[config.mk]
export PLATFORM = sky130hd
export DESIGN_NAME = omf_record_name_extractor
export DESIGN_NICKNAME = d
export VERILOG_FILES = /design/src/hw/rtl/orne_pkg.sv /design/src/hw/rtl/orne_parser.sv /design/src/hw/rtl/orne_result_queue.sv /design/src/hw/rtl/omf_record_name_extractor.sv
export SDC_FILE = /design/constraint.sdc
export NUM_CORES = 1
export LEC_CHECK = 0
export BUFFER_PORTS_ARGS = -buffer_cell sky130_fd_sc_hd__buf_2
export CORE_ASPECT_RATIO = 1.5
export CORE_MARGIN = 4
export CORE_UTILIZATION = 52
export CTS_CLUSTER_SIZE = 28
export DETAILED_ROUTE_END_ITERATION = 7
export PLACE_DENSITY = 0.81
export SYNTH_ARGS = -nofsm -noshare
export SYNTH_HDL_FRONTEND = slang
export SYNTH_SLANG_ARGS = --single-unit
export TNS_END_PERCENT = 5
[constraint.sdc]
create_clock -name clk -period 11.5 [get_ports clk]
set_clock_uncertainty 0.1 [all_clocks]
set_input_delay 0 -clock clk [delete_from_list [all_inputs] [get_ports clk]]
set_output_delay 0 -clock clk [all_outputs]
set_load 0.005 [all_outputs]
[src/hw/rtl/orne_pkg.sv]
// Shared types and constants for the object record name extractor.
package orne_pkg;

    // Result kinds.
    localparam logic [1:0] KIND_NAME_CHAR = 2'd0;
    localparam logic [1:0] KIND_NAME_DONE = 2'd1;
    localparam logic [1:0] KIND_FILE_OK   = 2'd2;
    localparam logic [1:0] KIND_FILE_ERR  = 2'd3;

    // Error codes carried with a file error.
    localparam logic [2:0] ERR_NONE          = 3'd0;
    localparam logic [2:0] ERR_NOT_OMF       = 3'd1;
    localparam logic [2:0] ERR_HEADER_LEN    = 3'd2;
    localparam logic [2:0] ERR_COMMENT_SMALL = 3'd3;
    localparam logic [2:0] ERR_RESERVED_FLAG = 3'd4;
    localparam logic [2:0] ERR_DEP_LEN       = 3'd5;
    localparam logic [2:0] ERR_EOF           = 3'd6;

    // Record types and comment class of interest.
    localparam logic [7:0] REC_THEADR    = 8'h80;
    localparam logic [7:0] REC_LHEADR    = 8'h82;
    localparam logic [7:0] REC_COMMENT   = 8'h88;
    localparam logic [7:0] CLASS_DEP     = 8'he9;
    localparam logic [7:0] FLAG_RESERVED = 8'h3f;

    // Length of a dependency record that marks the end of the list.
    localparam logic [15:0] DEP_END_LEN = 16'd3;

    // Depth of the result queue; a byte yields at most two results.
    localparam int RESULT_DEPTH   = 4;
    localparam int RESULTS_PER_IN = 2;

    typedef struct packed {
        logic [1:0] kind;
        logic [7:0] char_value;
        logic [7:0] name_length;
        logic [2:0] error_code;
    } result_t;

endpackage

[src/hw/rtl/orne_parser.sv]
// Record walker: per-byte state update and result generation.
module orne_parser (
    input  logic                clk,
    input  logic                rst_n,
    input  logic                step,
    input  logic [7:0]          byte_value,
    input  logic                last_byte,
    output orne_pkg::result_t   res0,
    output orne_pkg::result_t   res1,
    output logic [1:0]          res_count
);

    typedef enum logic [1:0] {PH_TYPE, PH_LEN_LO, PH_LEN_HI, PH_BODY} phase_t;

    phase_t      phase_reg, phase_next;
    logic [7:0]  type_reg, type_next;
    logic [15:0] len_reg, len_next;
    logic [15:0] pos_reg, pos_next;
    logic [7:0]  count_reg, count_next;
    logic [7:0]  class_reg, class_next;
    logic [2:0]  fault_reg, fault_next;
    logic        first_reg, first_next;
    logic        finished_reg, finished_next;

    // Values of this byte before the end-of-record check.
    logic [15:0] len_mid;
    logic [7:0]  count_mid;
    logic [7:0]  class_mid;
    logic [2:0]  fault_mid;
    logic        is_hdr;
    logic        is_cmt;
    logic        emit_char;
    logic        do_end;
    logic        do_cut;
    logic        clear_file;
    logic [16:0] pos_inc;

    // End-of-record results.
    logic [2:0]  end_fault;
    logic        dep_end;
    logic        end_done;
    orne_pkg::result_t e0, e1;
    logic [1:0]  e_count;

    function automatic orne_pkg::result_t mk(input logic [1:0] k, input logic [7:0] c,
                                             input logic [7:0] l, input logic [2:0] e);
        orne_pkg::result_t r;
        r.kind        = k;
        r.char_value  = c;
        r.name_length = l;
        r.error_code  = e;
        return r;
    endfunction

    assign is_hdr  = (type_reg == orne_pkg::REC_THEADR) || (type_reg == orne_pkg::REC_LHEADR);
    assign is_cmt  = type_reg == orne_pkg::REC_COMMENT;
    assign pos_inc = {1'b0, pos_reg} + 17'd1;

    // Length high byte and body byte checks.
    always_comb
    begin
        len_mid   = len_reg;
        count_mid = count_reg;
        class_mid = class_reg;
        fault_mid = fault_reg;
        emit_char = 1'b0;
        if (phase_reg == PH_LEN_HI)
        begin
            len_mid = {byte_value, len_reg[7:0]};
        end
        else if (phase_reg == PH_BODY)
        begin
            if (is_hdr && fault_reg == orne_pkg::ERR_NONE)
            begin
                if (pos_reg == 16'd0)
                begin
                    count_mid = byte_value;
                    if ({8'd0, byte_value} + 16'd2 != len_reg)
                        fault_mid = first_reg ? orne_pkg::ERR_NOT_OMF : orne_pkg::ERR_HEADER_LEN;
                end
                else if (pos_reg <= {8'd0, count_reg})
                begin
                    emit_char = 1'b1;
                end
            end
            else if (is_cmt && fault_reg == orne_pkg::ERR_NONE)
            begin
                if (pos_reg == 16'd0)
                begin
                    if (len_reg >= 16'd2 && (byte_value & orne_pkg::FLAG_RESERVED) != 8'd0)
                        fault_mid = orne_pkg::ERR_RESERVED_FLAG;
                end
                else if (pos_reg == 16'd1)
                begin
                    class_mid = byte_value;
                end
                else if (class_reg == orne_pkg::CLASS_DEP)
                begin
                    if (pos_reg == 16'd6)
                    begin
                        count_mid = byte_value;
                        if ({8'd0, byte_value} + 16'd8 != len_reg)
                            fault_mid = orne_pkg::ERR_DEP_LEN;
                    end
                    else if (pos_reg >= 16'd7 && pos_reg <= {8'd0, count_reg} + 16'd6)
                    begin
                        emit_char = 1'b1;
                    end
                end
            end
        end
    end

    // Record verdict, used when this byte closes a record.
    always_comb
    begin
        end_fault = fault_mid;
        dep_end   = 1'b0;
        end_done  = 1'b0;
        e0        = mk(orne_pkg::KIND_NAME_CHAR, 8'd0, 8'd0, orne_pkg::ERR_NONE);
        e1        = e0;
        e_count   = 2'd0;
        if (end_fault == orne_pkg::ERR_NONE && is_hdr && len_mid < 16'd2)
            end_fault = first_reg ? orne_pkg::ERR_NOT_OMF : orne_pkg::ERR_HEADER_LEN;
        if (end_fault == orne_pkg::ERR_NONE && is_cmt && len_mid < 16'd2)
            end_fault = orne_pkg::ERR_COMMENT_SMALL;
        if (end_fault == orne_pkg::ERR_NONE && is_cmt && class_mid == orne_pkg::CLASS_DEP
            && len_mid < 16'd7)
        begin
            if (len_mid == orne_pkg::DEP_END_LEN)
                dep_end = 1'b1;
            else
                end_fault = orne_pkg::ERR_DEP_LEN;
        end
        if (end_fault != orne_pkg::ERR_NONE)
        begin
            e0       = mk(orne_pkg::KIND_FILE_ERR, 8'd0, 8'd0, end_fault);
            e_count  = 2'd1;
            end_done = 1'b1;
        end
        else if (dep_end)
        begin
            e0       = mk(orne_pkg::KIND_FILE_OK, 8'd0, 8'd0, orne_pkg::ERR_NONE);
            e_count  = 2'd1;
            end_done = 1'b1;
        end
        else if (first_reg && last_byte)
        begin
            e0       = mk(orne_pkg::KIND_FILE_ERR, 8'd0, 8'd0, orne_pkg::ERR_NOT_OMF);
            e_count  = 2'd1;
            end_done = 1'b1;
        end
        else if (is_hdr || (is_cmt && class_mid == orne_pkg::CLASS_DEP))
        begin
            e0      = mk(orne_pkg::KIND_NAME_DONE, 8'd0, count_mid, orne_pkg::ERR_NONE);
            e1      = mk(orne_pkg::KIND_FILE_OK, 8'd0, 8'd0, orne_pkg::ERR_NONE);
            e_count = last_byte ? 2'd2 : 2'd1;
        end
        else
        begin
            e0      = mk(orne_pkg::KIND_FILE_OK, 8'd0, 8'd0, orne_pkg::ERR_NONE);
            e_count = last_byte ? 2'd1 : 2'd0;
        end
    end

    // Next state and result slots.
    always_comb
    begin
        phase_next    = phase_reg;
        type_next     = type_reg;
        len_next      = len_reg;
        pos_next      = pos_reg;
        count_next    = count_reg;
        class_next    = class_reg;
        fault_next    = fault_reg;
        first_next    = first_reg;
        finished_next = finished_reg;
        do_end        = 1'b0;
        do_cut        = 1'b0;
        clear_file    = 1'b0;
        res0          = mk(orne_pkg::KIND_NAME_CHAR, 8'd0, 8'd0, orne_pkg::ERR_NONE);
        res1          = res0;
        res_count     = 2'd0;

        if (finished_reg)
        begin
            clear_file = last_byte;
        end
        else
        begin
            unique case (phase_reg)
                PH_TYPE:
                begin
                    type_next  = byte_value;
                    len_next   = 16'd0;
                    pos_next   = 16'd0;
                    count_next = 8'd0;
                    class_next = 8'd0;
                    fault_next = (first_reg && byte_value != orne_pkg::REC_THEADR
                                  && byte_value != orne_pkg::REC_LHEADR)
                                 ? orne_pkg::ERR_NOT_OMF : orne_pkg::ERR_NONE;
                    phase_next = PH_LEN_LO;
                    do_cut     = last_byte;
                end
                PH_LEN_LO:
                begin
                    len_next   = {8'd0, byte_value};
                    phase_next = PH_LEN_HI;
                    do_cut     = last_byte;
                end
                PH_LEN_HI:
                begin
                    len_next = len_mid;
                    if (len_mid == 16'd0)
                    begin
                        do_end = 1'b1;
                    end
                    else
                    begin
                        phase_next = PH_BODY;
                        do_cut     = last_byte;
                    end
                end
                PH_BODY:
                begin
                    count_next = count_mid;
                    class_next = class_mid;
                    fault_next = fault_mid;
                    if (pos_inc >= {1'b0, len_reg})
                    begin
                        do_end = 1'b1;
                    end
                    else
                    begin
                        pos_next = pos_inc[15:0];
                        do_cut   = last_byte;
                    end
                end
                default:
                begin
                    phase_next = PH_TYPE;
                end
            endcase

            if (emit_char)
            begin
                res0      = mk(orne_pkg::KIND_NAME_CHAR, byte_value, 8'd0, orne_pkg::ERR_NONE);
                res_count = 2'd1;
            end

            if (do_cut)
            begin
                if (emit_char)
                    res1 = mk(orne_pkg::KIND_FILE_ERR, 8'd0, 8'd0,
                              first_reg ? orne_pkg::ERR_NOT_OMF : orne_pkg::ERR_EOF);
                else
                    res0 = mk(orne_pkg::KIND_FILE_ERR, 8'd0, 8'd0,
                              first_reg ? orne_pkg::ERR_NOT_OMF : orne_pkg::ERR_EOF);
                res_count  = res_count + 2'd1;
                clear_file = 1'b1;
            end
            else if (do_end)
            begin
                // A closing byte never carries a name character as well as two verdicts.
                if (emit_char)
                begin
                    res1      = e0;
                    res_count = res_count + ((e_count != 2'd0) ? 2'd1 : 2'd0);
                end
                else
                begin
                    res0      = e0;
                    res1      = e1;
                    res_count = e_count;
                end
                if (!end_done)
                    first_next = 1'b0;
                if (last_byte)
                    clear_file = 1'b1;
                else if (end_done)
                    finished_next = 1'b1;
                else
                    phase_next = PH_TYPE;
            end
        end

        if (clear_file)
        begin
            phase_next    = PH_TYPE;
            type_next     = 8'd0;
            len_next      = 16'd0;
            pos_next      = 16'd0;
            count_next    = 8'd0;
            class_next    = 8'd0;
            fault_next    = orne_pkg::ERR_NONE;
            first_next    = 1'b1;
            finished_next = 1'b0;
        end
    end

    always_ff @(posedge clk or negedge rst_n)
    begin
        if (!rst_n)
        begin
            phase_reg    <= PH_TYPE;
            type_reg     <= 8'd0;
            len_reg      <= 16'd0;
            pos_reg      <= 16'd0;
            count_reg    <= 8'd0;
            class_reg    <= 8'd0;
            fault_reg    <= orne_pkg::ERR_NONE;
            first_reg    <= 1'b1;
            finished_reg <= 1'b0;
        end
        else if (step)
        begin
            phase_reg    <= phase_next;
            type_reg     <= type_next;
            len_reg      <= len_next;
            pos_reg      <= pos_next;
            count_reg    <= count_next;
            class_reg    <= class_next;
            fault_reg    <= fault_next;
            first_reg    <= first_next;
            finished_reg <= finished_next;
        end
    end

`ifndef ASSERT_OFF
    // A second result of one byte is always a verdict, never a name character.
    a_second_is_verdict: assert property (@(posedge clk) disable iff (!rst_n)
        (step && res_count == 2'd2) |-> (res1.kind != orne_pkg::KIND_NAME_CHAR))
        else $error("second result of a byte is a name character");
`endif

endmodule

[src/hw/rtl/orne_result_queue.sv]
// Small result queue: takes up to two results a cycle, hands out one.
module orne_result_queue (
    input  logic                clk,
    input  logic                rst_n,
    input  orne_pkg::result_t   push0,
    input  orne_pkg::result_t   push1,
    input  logic [1:0]          push_count,
    input  logic                pop,
    output orne_pkg::result_t   head,
    output logic                not_empty,
    output logic                has_room
);

    localparam int PtrW = $clog2(orne_pkg::RESULT_DEPTH);
    localparam int CntW = $clog2(orne_pkg::RESULT_DEPTH + 1);

    orne_pkg::result_t entry_reg [orne_pkg::RESULT_DEPTH];
    logic [PtrW-1:0] wr_ptr_reg, wr_ptr_next;
    logic [PtrW-1:0] rd_ptr_reg, rd_ptr_next;
    logic [CntW-1:0] count_reg, count_next;
    logic [PtrW-1:0] wr_ptr_plus1;

    assign wr_ptr_plus1 = wr_ptr_reg + PtrW'(1);
    assign head         = entry_reg[rd_ptr_reg];
    assign not_empty    = count_reg != CntW'(0);
    assign has_room     = count_reg <= CntW'(orne_pkg::RESULT_DEPTH - orne_pkg::RESULTS_PER_IN);

    always_comb
    begin
        wr_ptr_next = wr_ptr_reg + PtrW'(push_count);
        rd_ptr_next = pop ? rd_ptr_reg + PtrW'(1) : rd_ptr_reg;
        count_next  = count_reg + CntW'(push_count) - (pop ? CntW'(1) : CntW'(0));
    end

    always_ff @(posedge clk)
    begin
        if (push_count != 2'd0)
            entry_reg[wr_ptr_reg] <= push0;
        if (push_count == 2'd2)
            entry_reg[wr_ptr_plus1] <= push1;
    end

    always_ff @(posedge clk or negedge rst_n)
    begin
        if (!rst_n)
        begin
            wr_ptr_reg <= '0;
            rd_ptr_reg <= '0;
            count_reg  <= '0;
        end
        else
        begin
            wr_ptr_reg <= wr_ptr_next;
            rd_ptr_reg <= rd_ptr_next;
            count_reg  <= count_next;
        end
    end

`ifndef ASSERT_OFF
    a_no_overflow: assert property (@(posedge clk) disable iff (!rst_n)
        push_count != 2'd0 |-> ({1'b0, count_reg} + (CntW+1)'(push_count)
                                <= (CntW+1)'(orne_pkg::RESULT_DEPTH)))
        else $error("result queue overflow");
    a_pointer_gap: assert property (@(posedge clk) disable iff (!rst_n)
        (count_reg != CntW'(orne_pkg::RESULT_DEPTH)) |->
            (PtrW'(wr_ptr_reg - rd_ptr_reg) == count_reg[PtrW-1:0]))
        else $error("queue pointers disagree with fill count");
`endif

endmodule

[src/hw/rtl/omf_record_name_extractor.sv]
// Top level of the object record name extractor: input stage, parser and result queue.
// Flow: an accepted byte waits in the input stage register and is parsed once the queue
//   has room; its results are written into the result queue, a second behind the first.
// Throughput: one byte per cycle; two-result bytes are absorbed by the four-entry queue,
//   and the input stalls only while three or more results wait in it.
// Reset (rst_n, asynchronous, active low) empties both stages and readies the parser.
module omf_record_name_extractor (
    input  logic       clk,
    input  logic       rst_n,
    input  logic       byte_valid,
    output logic       byte_stall,
    input  logic [7:0] byte_value,
    input  logic       last_byte,
    output logic       result_valid,
    input  logic       result_stall,
    output logic [1:0] kind,
    output logic [7:0] char_value,
    output logic [7:0] name_length,
    output logic [2:0] error_code
);

    // Input stage: one registered beat waiting to be parsed.
    logic       in_valid_reg, in_valid_next;
    logic [7:0] in_byte_reg;
    logic       in_last_reg;

    logic              step;
    logic              accept;
    logic              pop;
    logic              queue_room;
    orne_pkg::result_t res0;
    orne_pkg::result_t res1;
    logic [1:0]        res_count;
    orne_pkg::result_t head;

    // The held beat is parsed as soon as the queue can take both of its possible results.
    assign step       = in_valid_reg && queue_room;
    // The input stage frees up in the same cycle that it is parsed, so a new beat can
    // enter every cycle while the queue has room.
    assign byte_stall = in_valid_reg && !queue_room;
    assign accept     = byte_valid && !byte_stall;
    assign pop        = result_valid && !result_stall;

    always_comb
    begin
        in_valid_next = in_valid_reg;
        if (accept)
            in_valid_next = 1'b1;
        else if (step)
            in_valid_next = 1'b0;
    end

    always_ff @(posedge clk or negedge rst_n)
    begin
        if (!rst_n)
            in_valid_reg <= 1'b0;
        else
            in_valid_reg <= in_valid_next;
    end

    // Payload register needs no reset.
    always_ff @(posedge clk)
    begin
        if (accept)
        begin
            in_byte_reg <= byte_value;
            in_last_reg <= last_byte;
        end
    end

    orne_parser u_parser (
        .clk        (clk),
        .rst_n      (rst_n),
        .step       (step),
        .byte_value (in_byte_reg),
        .last_byte  (in_last_reg),
        .res0       (res0),
        .res1       (res1),
        .res_count  (res_count)
    );

    orne_result_queue u_queue (
        .clk        (clk),
        .rst_n      (rst_n),
        .push0      (res0),
        .push1      (res1),
        .push_count (step ? res_count : 2'd0),
        .pop        (pop),
        .head       (head),
        .not_empty  (result_valid),
        .has_room   (queue_room)
    );

    // The head entry only moves on a pop, so a stalled result beat holds.
    assign kind        = head.kind;
    assign char_value  = head.char_value;
    assign name_length = head.name_length;
    assign error_code  = head.error_code;

`ifndef ASSERT_OFF
    // A held beat that is stalled is still there in the next cycle.
    a_held_beat_kept: assert property (@(posedge clk) disable iff (!rst_n)
        (in_valid_reg && byte_stall) |=> in_valid_reg)
        else $error("stalled input beat lost");
    // A held beat is never replaced by a new one unless it is parsed in the same cycle.
    a_no_overwrite: assert property (@(posedge clk) disable iff (!rst_n)
        (accept && in_valid_reg) |-> step)
        else $error("unparsed input beat overwritten");
`endif

endmodule
Word-level counts from Yosys, hierarchy flattened:

Memory sizes are Yosys's and may differ from the RTL's.
Cells that the tools add are included.
Widths: inputs -> output; s select.

* input port bits: 13
* flip-flop bits (word level): 80
* output and inout port bits: 23
* RAM bits: 84
* memories kept: 1
* word-level logic and storage cells: 244

* multiplexer cells: 141
* add/subtract/negate cells: 11
* reductions and logical operators: 48
* equal/unequal tests: 20
* $lt $le $gt $ge: 8

Memories
* u_queue.entry_reg: words 4, width 21, rd ports 1, clocked after memory_dff 0, wr ports 2, RTL line orne_result_queue.sv:17 `orne_pkg::result_t entry_reg [orne_pkg::RESULT_DEPTH];`

Operator list (number)
* $mux 21: 18
* $mux 8: 22
* $mux 16: 6
* $mux 3: 19
* $mux 1: 48
* $pmux 16 s3: 1
* $eq 8x8->1 const B: 5
* $mux 2: 19
* $logic_not 16->1: 2
* $ne 16x16->1: 2
* $pmux 16 s2: 1
* $pmux 8 s2: 2
* $logic_and 1x1->1: 19
* $mux 19: 1
* $add 16x1->17 const B: 1
* $ge 17x16->1: 1
* $eq 16x1->1 const B: 1
* $eq 16x2->1 const B: 1
* $eq 16x3->1 const B: 1
* $ge 16x2->1 const B: 1
* $ge 16x3->1 const B: 1
* $le 16x16->1: 1
* $le 16x8->1: 1
* $lt 16x2->1 const B: 1
* 32 further kinds: 53

Longest topological paths before layout:

* depth after elaboration: 37
* depth in mapped cells: 19

By module:

Synthesis repeated with hierarchy kept, for this count alone.

* cell total of the unflattened synthesis: 919
* area, all modules: 10475.0 µm²

By module, submodules not included
* orne_parser: cells an instance 659, area an instance 5451.5 µm², sequential area each 1577.8 µm², instances 1
* orne_result_queue: cells an instance 242, area an instance 4670.7 µm², sequential area each 2697.6 µm², instances 1
* omf_record_name_extractor: cells an instance 18, area an instance 352.8 µm², sequential area each 295.3 µm², instances 1

Least setup slack after synthesis:

Ideal clock, no wire load.

* path kind: register to register
* start: register u_parser.pos_reg[2]
* end: memory u_queue.entry_reg[2][0] in the netlist's numbering (enable)
* setup time: 0.357 ns
* arrival time: 4.386 ns
* setup slack: 6.657 ns
* buffers on the path: 2
* data required time: 11.043 ns
* stages on the path, launching flop included: 18
* cell sequence: dfrtp_1 -> clkbuf_1 -> nand3_1 -> nor2_1 -> nand3_1 -> xnor2_1 -> ha_1 -> nand4_1 -> nor4_1 -> a22o_1 -> nor4_1 -> a211oi_4 -> nor2_2 -> or4_4 -> and2_4 -> buf_6 -> a21oi_1 -> or2_1

RTL lines
* from (decl): RTL line orne_parser.sv:18 `logic [15:0] pos_reg, pos_next;`
* from (signal assigned): RTL line orne_parser.sv:320 `pos_reg <= pos_next;`
* to (decl): RTL line orne_result_queue.sv:17

==> results.cfg <==
[placement]
globalplace.congestion = 0.965
dp.cells = 1202
hpwl_mm = 17.7
placement.io_buffers = 35

[run]
cap_violations = 0

[grt]
grt_usage = 0.245
grt_pass1_wl_mm = 40.9
grt_max_degree = 72
antenna_found_initial = 0
grt_pass1_vias = 7828
grt-ovfl-total = 0

[clock_network]
cts.sinks = 164
clock_latency_ps = 440
cts_setup_buffers = 0
cts_tree = yes
cts-buffers-inserted = 17
cts_resized = 0
clockBufferDepth = 2
htreeDepth = 4
clkSlewWorstSetupHoldPaths_ps = 70
cts-root-buf = clkbuf_16

[logic_synthesis]
synth_seq_cells = 164
yosysWarnings = 0
yosysSeqAreaShare = 0.439
synth_top_family_by_area = compound AO/OA/AOI/OAI gates
async_reset_ff_frac = 0.433
synth_compound_area_frac = 0.185
synth_edf_count = 61
synth_xor_area_frac = 0.0344
synthAdderAreaFrac = 0.0642
avgSynthCellArea_sq_um = 9.98
synth_mux_area_frac = 0.0605
synth_nets = 1031
synth.cell_area_sq_mm = 0.00967
post_synth_inst_count = 969
yosysUniqueCellTypes = 80
synth_ff_type = dfrtp_1
yosys.area_share.simple = 0.168

[worst_setup_path]
r2r_cells = 15
crit_start = u_parser.pos_reg[2]$_DFFE_PN0P_
r2r_end = u_queue.entry_reg[3][7]$_DFFE_PP_
required_ps = 11520
worstPathMaxFanout = 24
start_kind = flip-flop
crit_chain = nand3_1 -> nor2_1 -> and3_1 -> and3_1 -> xor2_1 -> ha_1 -> and3_1 -> a22o_1 -> nor4_1 -> a211oi_4 -> nor2_2 -> nor3_1 -> a41o_1 -> o211ai_2 -> a2111oi_0
cp.arrival_ps = 5600
cp_slowest_cell = o211ai_2
rrSetupSlack_ps = 5920
cpPeakStageDelay_ps = 820
cp_common_cell = and3_1
cp-end-kind = flip-flop
cp_top_family = simple AND/OR/NAND/NOR gates
worst-path-buf-inv = 0
r2r-start = u_parser.pos_reg[2]$_DFFE_PN0P_
worst-setup-path-type = reg2reg

[timing]
slew_viol_final = 0
worst_pin_slew_ps = 1150
tns_ps = 0
rsz0062_at_grt = false
setup_violations = 0
period_share = 0.485
period_needed_ps = 5580
slew_headroom = 0.231
hold_viol_final = 0
fmax_mhz = 179

[cells_and_area]
finalNonFillerCells = 1246
drive_gt1_frac = 0.123
syn_to_final_growth_pct = 10.5
post-route-util = 0.591
fillers = 1513
largest_reg_flops = 84
antenna_cells = 0
layout.nets = 1047

[floorplan]
pin_count = 36
row_count = 60
fp.dieH_um = 175
core_sq_mm = 0.0181
chipWidth_um = 119
dieArea_sq_mm = 0.0209
start_util = 0.535

[detailed_routing]
drc_errors = 0
wire_per_inst_um = 20.0
drt-vias-per-instance = 6.25
drt_first_iter_violations = 767
num_vias = 7786
ant_nets = 0
totalWireLength_mm = 24.9
drt-pass1-iter-count = 5

[pwr]
peakVddDrop_mv = 0.120
power_density_mw_per_mm2 = 205
cellLeakagePower_nw = 4.20
finalPower_mw = 2.19

[worst_hold_path]
hold_path.class = in2async

[status]
outcome = completed
## where the power goes
part	switching (mW)	total (mW)	internal, mW	leakage, nW
sequential	0.134	0.849	0.716	1.78
combinational	0.456	0.769	0.313	2.13
clock	0.278	0.573	0.296	0.296
total	0.867	2.19	1.32	4.20
## layout by cell type (no fill, tap or decap), types with 25 or more instances in the layout
| master | netlist | final |
|---|---|---|
| nand2_1 | 110 | 110 |
| dfrtp_1 | 70 | 70 |
| inv_1 | 61 | 61 |
| edfxtp_1 | 61 | 61 |
| o21ai_0 | 51 | 51 |
| ha_1 | 48 | 48 |
| nor2_1 | 44 | 44 |
| a21oi_1 | 35 | 35 |
| a22o_1 | 34 | 34 |
| buf_2 | 6 | 34 |
| dfxtp_1 | 32 | 32 |
| nand3_1 | 28 | 28 |
| a211oi_1 | 27 | 27 |
| xnor2_1 | 25 | 25 |
## kinds of logic (layout without fill, tap and decap cells)
| logic type | count (synthesis) | after routing |
|---|---|---|
| simple gates | 313 | 313 |
| xor+xnor | 38 | 38 |
| mux | 32 | 32 |
| fa+ha+maj | 49 | 49 |
| compound gates | 254 | 254 |
| flops | 164 | 164 |
| buf+inv | 119 | 148 |
## how the worst max path moves through the flow
stage / cells after the start / slack, ps / endpoint
2_1_floorplan: 17 / 6660 / u_queue.entry_reg[2][0]$_DFFE_PP_
3_3_place_gp: 15 / 6200 / u_queue.entry_reg[2][8]$_DFFE_PP_
3_5_place_dp: 16 / 6010 / u_queue.entry_reg[2][6]$_DFFE_PP_
4_1_cts: 16 / 5980 / u_queue.entry_reg[2][7]$_DFFE_PP_
5_1_grt: 16 / 5550 / u_queue.entry_reg[2][0]$_DFFE_PP_
6_report: 15 / 5920 / u_queue.entry_reg[3][7]$_DFFE_PP_
## synth_stat cells, drive strengths merged (10+ instances only)
cell     number  area [sq um]
nand2       110           413
dfrtp        70          1750
inv          62           233
edfxtp       61          1830
o21ai        54           270
ha           48           601
nor2         46           178
clkbuf       44           165
a21oi        35           175
a22o         34           298
dfxtp        32           641
a211oi       28           223
nand3        28           140
xnor2        25           219
mux4         21           473
nor3         21           115
o31ai        21           158
a2111oi      18           158
nand2b       18           113
or4          15           128
nor4         13          96.3
xor2         13           114
buf          12          71.3
or3          12          75.1
o211ai       10          90.1
## metal layers
metal,wire length [um],global-route usage,up-vias
li1,-,-,3657
met1,9740,0.289,3791
met2,13100,0.435,271
met3,1130,0.0392,67
met4,993,0.110,0
met5,0,0,-
## worst register-to-register path, cell delays in order, from the launching register on
cell and delay (ps):
dfrtp_1 530, nand3_1 230, nor2_1 370, and3_1 240, and3_1 170, xor2_1 290, ha_1 320, and3_1 240
a22o_1 250, nor4_1 550, a211oi_4 200, nor2_2 200, nor3_1 90, a41o_1 370, o211ai_2 820, a2111oi_0 290
## per-stage QoR
stage / area [sq um] / setup WS, ps / hold WS [ps]
after floorplan: 9670 / 6660 / -396
after global placement: 9970 / 6200 / 79.2
after detailed placement: 9970 / 6010 / 78.1
after CTS: 10700 / 5980 / 153
after global routing: 10700 / 5550 / 182
final: 10700 / 5920 / 122
## area by class of cell
class | count | area (sq um) | area share
inverter | 63 | 236 | 0.0221
timing repair buffer | 53 | 343 | 0.0321
clock inverter | 15 | 176 | 0.0165
sequential | 164 | 4250 | 0.398
tap | 248 | 310 | 0.0290
multi-input combinational | 686 | 4950 | 0.463
clock buffer | 17 | 425 | 0.0398
## what timing repair did
action | CTS | global route
hold buffers | 12 | 0
endpoints found under the hold margin | 82 | 0
setup endpoints to repair | 0 | 0
Note: power is estimated with default switching activity, not from simulation.
